===== src/design/rds_queue.sv =====
`default_nettype none
// Two-entry queue between front and back.
module rds_queue #(
  parameter int unsigned W = 8
) (
  input  wire logic         clk_i,
  input  wire logic         rst_ni,
  input  wire logic         push_i,
  output logic              full_o,
  input  wire logic [W-1:0] din_i,
  output logic              not_empty_o,
  input  wire logic         pop_i,
  output logic [W-1:0]      dout_o
);
  logic [W-1:0] mem_q [2];
  logic         wp_q, rp_q;
  logic [1:0]   cnt_q;

  assign full_o = cnt_q == 2'd2;
  assign not_empty_o = cnt_q != 2'd0;
  assign dout_o = mem_q[rp_q];

  always_ff @(posedge clk_i) begin
    if (push_i && !full_o) mem_q[wp_q] <= din_i;
  end

  always_ff @(posedge clk_i or negedge rst_ni) begin
    if (!rst_ni) begin
      wp_q <= 1'b0;
      rp_q <= 1'b0;
      cnt_q <= 2'd0;
    end else begin
      if (push_i && !full_o) wp_q <= !wp_q;
      if (pop_i && not_empty_o) rp_q <= !rp_q;
      cnt_q <= cnt_q + 2'(push_i && !full_o) - 2'(pop_i && not_empty_o);
    end
  end
endmodule
`default_nettype wire


===== config.mk =====
export PLATFORM = sky130hd
export DESIGN_NAME = rds_queue
export DESIGN_NICKNAME = d
export VERILOG_FILES = /design/src/design/rds_queue.sv
export SDC_FILE = /design/constraint.sdc
export NUM_CORES = 1
export LEC_CHECK = 0
export BUFFER_PORTS_ARGS = -buffer_cell sky130_fd_sc_hd__buf_4
export CORE_MARGIN = 1.5
export CORE_UTILIZATION = 30
export CTS_CLUSTER_DIAMETER = 50
export CTS_CLUSTER_SIZE = 40
export DETAILED_ROUTE_END_ITERATION = 12
export MAX_ROUTING_LAYER = met4
export SYNTH_ARGS = -nofsm -noshare
export SYNTH_HDL_FRONTEND = slang
export SYNTH_SLANG_ARGS = --single-unit

===== constraint.sdc =====
create_clock -name clk_i -period 4.8 [get_ports clk_i]
set_input_delay 0.96 -clock clk_i [delete_from_list [all_inputs] [get_ports clk_i]]
set_output_delay 0.96 -clock clk_i [all_outputs]
set_load 0.02 [all_outputs]

### Word level (Yosys, flattened, before mapping)

Memories as Yosys holds them, arrays and structs flattened.
Index checks and enable logic that the tools add are counted.

| operators by class | value |
|---|---|
| div/mod/pow operators | 0 |
| multiplexer cells | 2 |
| magnitude comparators | 0 |
| add/subtract/negate cells | 2 |
| bitwise gates (word level) | 0 |
| equality and inequality tests | 1 |
| reductions and logical operators | 6 |
| shift operators | 0 |
| multiply operators | 0 |

Operators with widths:

| operator | count |
|---|---|
| 1-bit logical NOT | 3 |
| 2-bit by 1-bit adder with 2-bit output | 1 |
| 2-bit equality test (second input constant) | 1 |
| 1-bit logical AND | 2 |
| 1-bit two-way mux | 2 |
| 2-bit nonzero test | 1 |
| 2-bit by 1-bit subtractor with 2-bit output | 1 |

| storage, ports and cells | value |
|---|---|
| RAM bits | 16 |
| flip-flop bits (word level) | 4 |
| latch bits | 0 |
| output and inout port bits | 10 |
| ROM bits | 0 |
| input port bits | 12 |
| memories kept | 1 |
| logic and storage cells | 15 |

Memories:

| memory | depth | bits a word | read ports | clocked after memory_dff | write ports | line | RTL |
|---|---|---|---|---|---|---|---|
| mem_q | 2 | 8 | 1 | 0 | 1 | 15 | `logic [W-1:0] mem_q [2];` |

### Logic depth before layout (Yosys ltp)

| logic depth | value |
|---|---|
| depth after elaboration | 5 |
| depth in mapped cells | 7 |

### Least setup slack after synthesis

OpenSTA, ideal clock, no wires.

| timing | value |
|---|---|
| kind | input -> register |
| start point | in pop_i |
| end point | reg cnt_q[1] |
| path buffers | 0 |
| cell stages on the path | 6 |
| slack | 2.885 ns |
| library setup time | 0.123 ns |
| required time | 4.677 ns |
| arrival time | 1.793 ns |
| cell sequence | and2_4 -> ha_1 -> inv_1 -> ha_1 -> xnor2_1 -> xnor2_1 |

| on the way | value |
|---|---|
| cells in the longest elaborated chain, start to end | 2 |

Ends and longest elaborated chain:

| what | line | RTL |
|---|---|---|
| from (decl) | 12 | `input wire logic pop_i,` |
| 1-bit logical AND | 35 | `cnt_q <= cnt_q + 2'(push_i && !full_o) - 2'(pop_i && not_empty_o);` |
| 2-bit by 1-bit subtractor with 2-bit output | 35 |  |
| to (signal assigned) | 35 |  |
| to (decl) | 17 | `logic [1:0] cnt_q;` |

Every way passes these cells.
A chain may end at the register's enable or synchronous reset.

### Worst setup path after layout

| timing | value |
|---|---|
| start point | reg rp_q |
| end point | out dout_o[1] |

| on the way | value |
|---|---|
| cells in the longest elaborated chain, start to end | 1 |

Ends and longest elaborated chain:

| what | line | RTL |
|---|---|---|
| from (decl) | 16 | `logic wp_q, rp_q;` |
| from (signal assigned) | 34 | `if (pop_i && not_empty_o) rp_q <= !rp_q;` |
| memory read 2 x 8 bit | n/a |  |
| to (decl) | 13 | `output logic [W-1:0] dout_o` |

Every way passes these cells.

==> flow_metrics.tcl <==
set metrics [dict create \
    status "finished, final reports clean" \
    drc 0 \
    r2r-end "cnt_q[1]" \
    relSlewSlack_pct 56.4 \
    power_density_nw_per_um2 632 \
    cp-start-kind "flop" \
    endpoint "dout_o[1]" \
    grt_pass1_wl_um 1660 \
    reg2reg_from "cnt_q[1]" \
    io_buffers 21 \
    track_usage_pct 8.61 \
    rsz0062_at_grt "no" \
    crit_path_end_kind "output port" \
    hold_viol 0 \
    final_util_pct 41.3 \
    syn-cell-area_um2 781 \
    cap_viol_max_count 0 \
    grt_pass1_vias 379 \
    viasPerCell 4.08 \
    htreeDepth 1 \
    clock_path_buffers 2 \
    syn-num-nets 57 \
    wire_per_inst_um 11.3 \
    power_uw 647 \
    die_x_um 54.0 \
    gp_congestion 0.631 \
    worstMarginPinSlew_ns 0.651 \
    nets 82 \
    ys_seq_area_share_pct 74.4 \
    clock_latency_ns 0.29 \
    antenna_found_initial 0 \
    synth_top_area_share_pct 61.5 \
    cp.required_ns 3.84 \
    dp_hpwl_um 829 \
    diodes 0 \
    worstPathMaxFanout 9 \
    fillers 247 \
    grt_max_degree 13 \
    cts_resized 0 \
    synth_area_leaders "edfxtp_1, dfrtp_1, mux2_2" \
    rrSetupSlack_ns 3.11 \
    crit_type "flop to output port" \
    synth.distinct_cells 14 \
    seqCellArea_um2 581 \
    cts_root_buffer "clkbuf_4" \
    fin_skew_ns 0.000938 \
    maxSlewViolCount 0 \
    worst-r2r-cell-count 7 \
    clk_pin_slew_worst_paths_ns 0.11 \
    drt_pre_antenna_iters 1 \
    routed_wl_um 1100 \
    final_cells 97 \
    post_cts.repair.setup_buffers 0 \
    coreArea_um2 2480 \
    dpl.cell_count 93 \
    die_area_um2 2920 \
    cts_buffers 3 \
    overflow 0 \
    hold_slack_ns 0.439 \
    period_minus_slack_ns 2.39 \
    synth_area_leader_cell "edfxtp_1" \
    row_count 18 \
    cts_sinks 20 \
    syn_avg_cell_area_um2 18.2 \
    ir_drop_uv 312 \
    initial_core_util_pct 31.5 \
    p_leak_nw 0.416 \
    area_growth_pct 31.1 \
    ant_nets 0 \
    setup_violations 0 \
    layout-drive-gt1-share_pct 52.2 \
    cp.arrival_ns 1.43 \
    cts_hold_buf 0 \
    ios 22 \
    startpoint "rp_q" \
    post-route-period-util_pct 49.7 \
    max_freq_mhz 419 \
    min_path_type "primary input to asynchronous set/reset pin" \
    final.setup.tns_ns 0 \
    cts_tree "built" \
    multi_input_area_um2 188 \
    die_h_um 54.0 \
    drt-initial-drc-count 0 \
    ys_seq_elements 20 \
    yosys_warnings 0 \
    vias 396 \
    syn_inst 43 \
]
[synth_stat cells (all sizes together)]
master / count
and2: 1
and3: 1
buf: 1
dfrtp: 4
edfxtp: 16
ha: 2
inv: 2
mux2: 8
nand2: 1
nand2b: 1
nor2: 1
or2: 1
xnor2: 3
xor2: 1
[kinds of logic (layout without fill, tap and decap cells)]
logic type	after synthesis	in the layout	synth area share, %
muxes	8	8	11.5
buffers and inverters	3	27	1.60
DFF	20	20	74.4
xor gates and xnor gates	4	4	4.49
adders and majority gates	2	2	3.20
and+or+nand+nor	6	6	4.81
[layout make-up]
class / instances / area share (%)
Tap cell: 30 / 3.67
Multi-Input combinational cell: 20 / 18.3
Sequential cell: 20 / 56.7
Timing Repair Buffer: 21 / 15.4
Clock buffer: 3 / 2.20
Inverter: 2 / 0.733
Clock inverter: 1 / 2.93
[worst max-delay path, cell delays in order, from the launching register on]
cell and delay [ns]:
dfrtp_1 0.59, mux2_2 0.39, buf_4 0.16
[sequential cells by signal, summed over array words and instances, names as in the netlist]
signal	count
mem_q	16
wp_q	1
rp_q	1
cnt_q	2
[per-layer routing]
layer	routed length, um	global-route usage, %
met1	507	10.6
met2	500	13.2
met3	86	4.17
met4	4	1.25
met5	0	-
[stage by stage]
| step | worst slack [ns] | instance area, um^2 |
|---|---|---|
| floorplan | 2.88 | 781 |
| global placement | 2.73 | 971 |
| detailed placement | 2.73 | 971 |
| CTS | 2.39 | 1020 |
| global route | 2.33 | 1020 |
| finish | 2.41 | 1020 |
[worst min path at each step]
stage,start,to,depth (start not counted)
CTS,rst_ni,wp_q,1
detailed placement,wp_q,wp_q,1
global placement,wp_q,wp_q,1
floorplan,wp_q,wp_q,1
global route,rst_ni,wp_q,1
finish,rst_ni,wp_q,1
[where the power goes]
| group | switching [mW] | total [mW] | internal, mW |
|---|---|---|---|
| clock | 0.0489 | 0.133 | 0.0843 |
| combinational | 0.118 | 0.241 | 0.123 |
| sequential | 0.0303 | 0.273 | 0.243 |
| total | 0.197 | 0.647 | 0.450 |
[layout by cell type (no fill, tap or decap), drive strengths merged, types with 2 or more instances in the layout]
master | synthesis | routed
dfrtp | 4 | 4
buf | 1 | 21
inv | 2 | 2
edfxtp | 16 | 16
mux2 | 8 | 8
xnor2 | 3 | 3
ha | 2 | 2
clkbuf | 0 | 3
(Power assumes the default switching activity.)
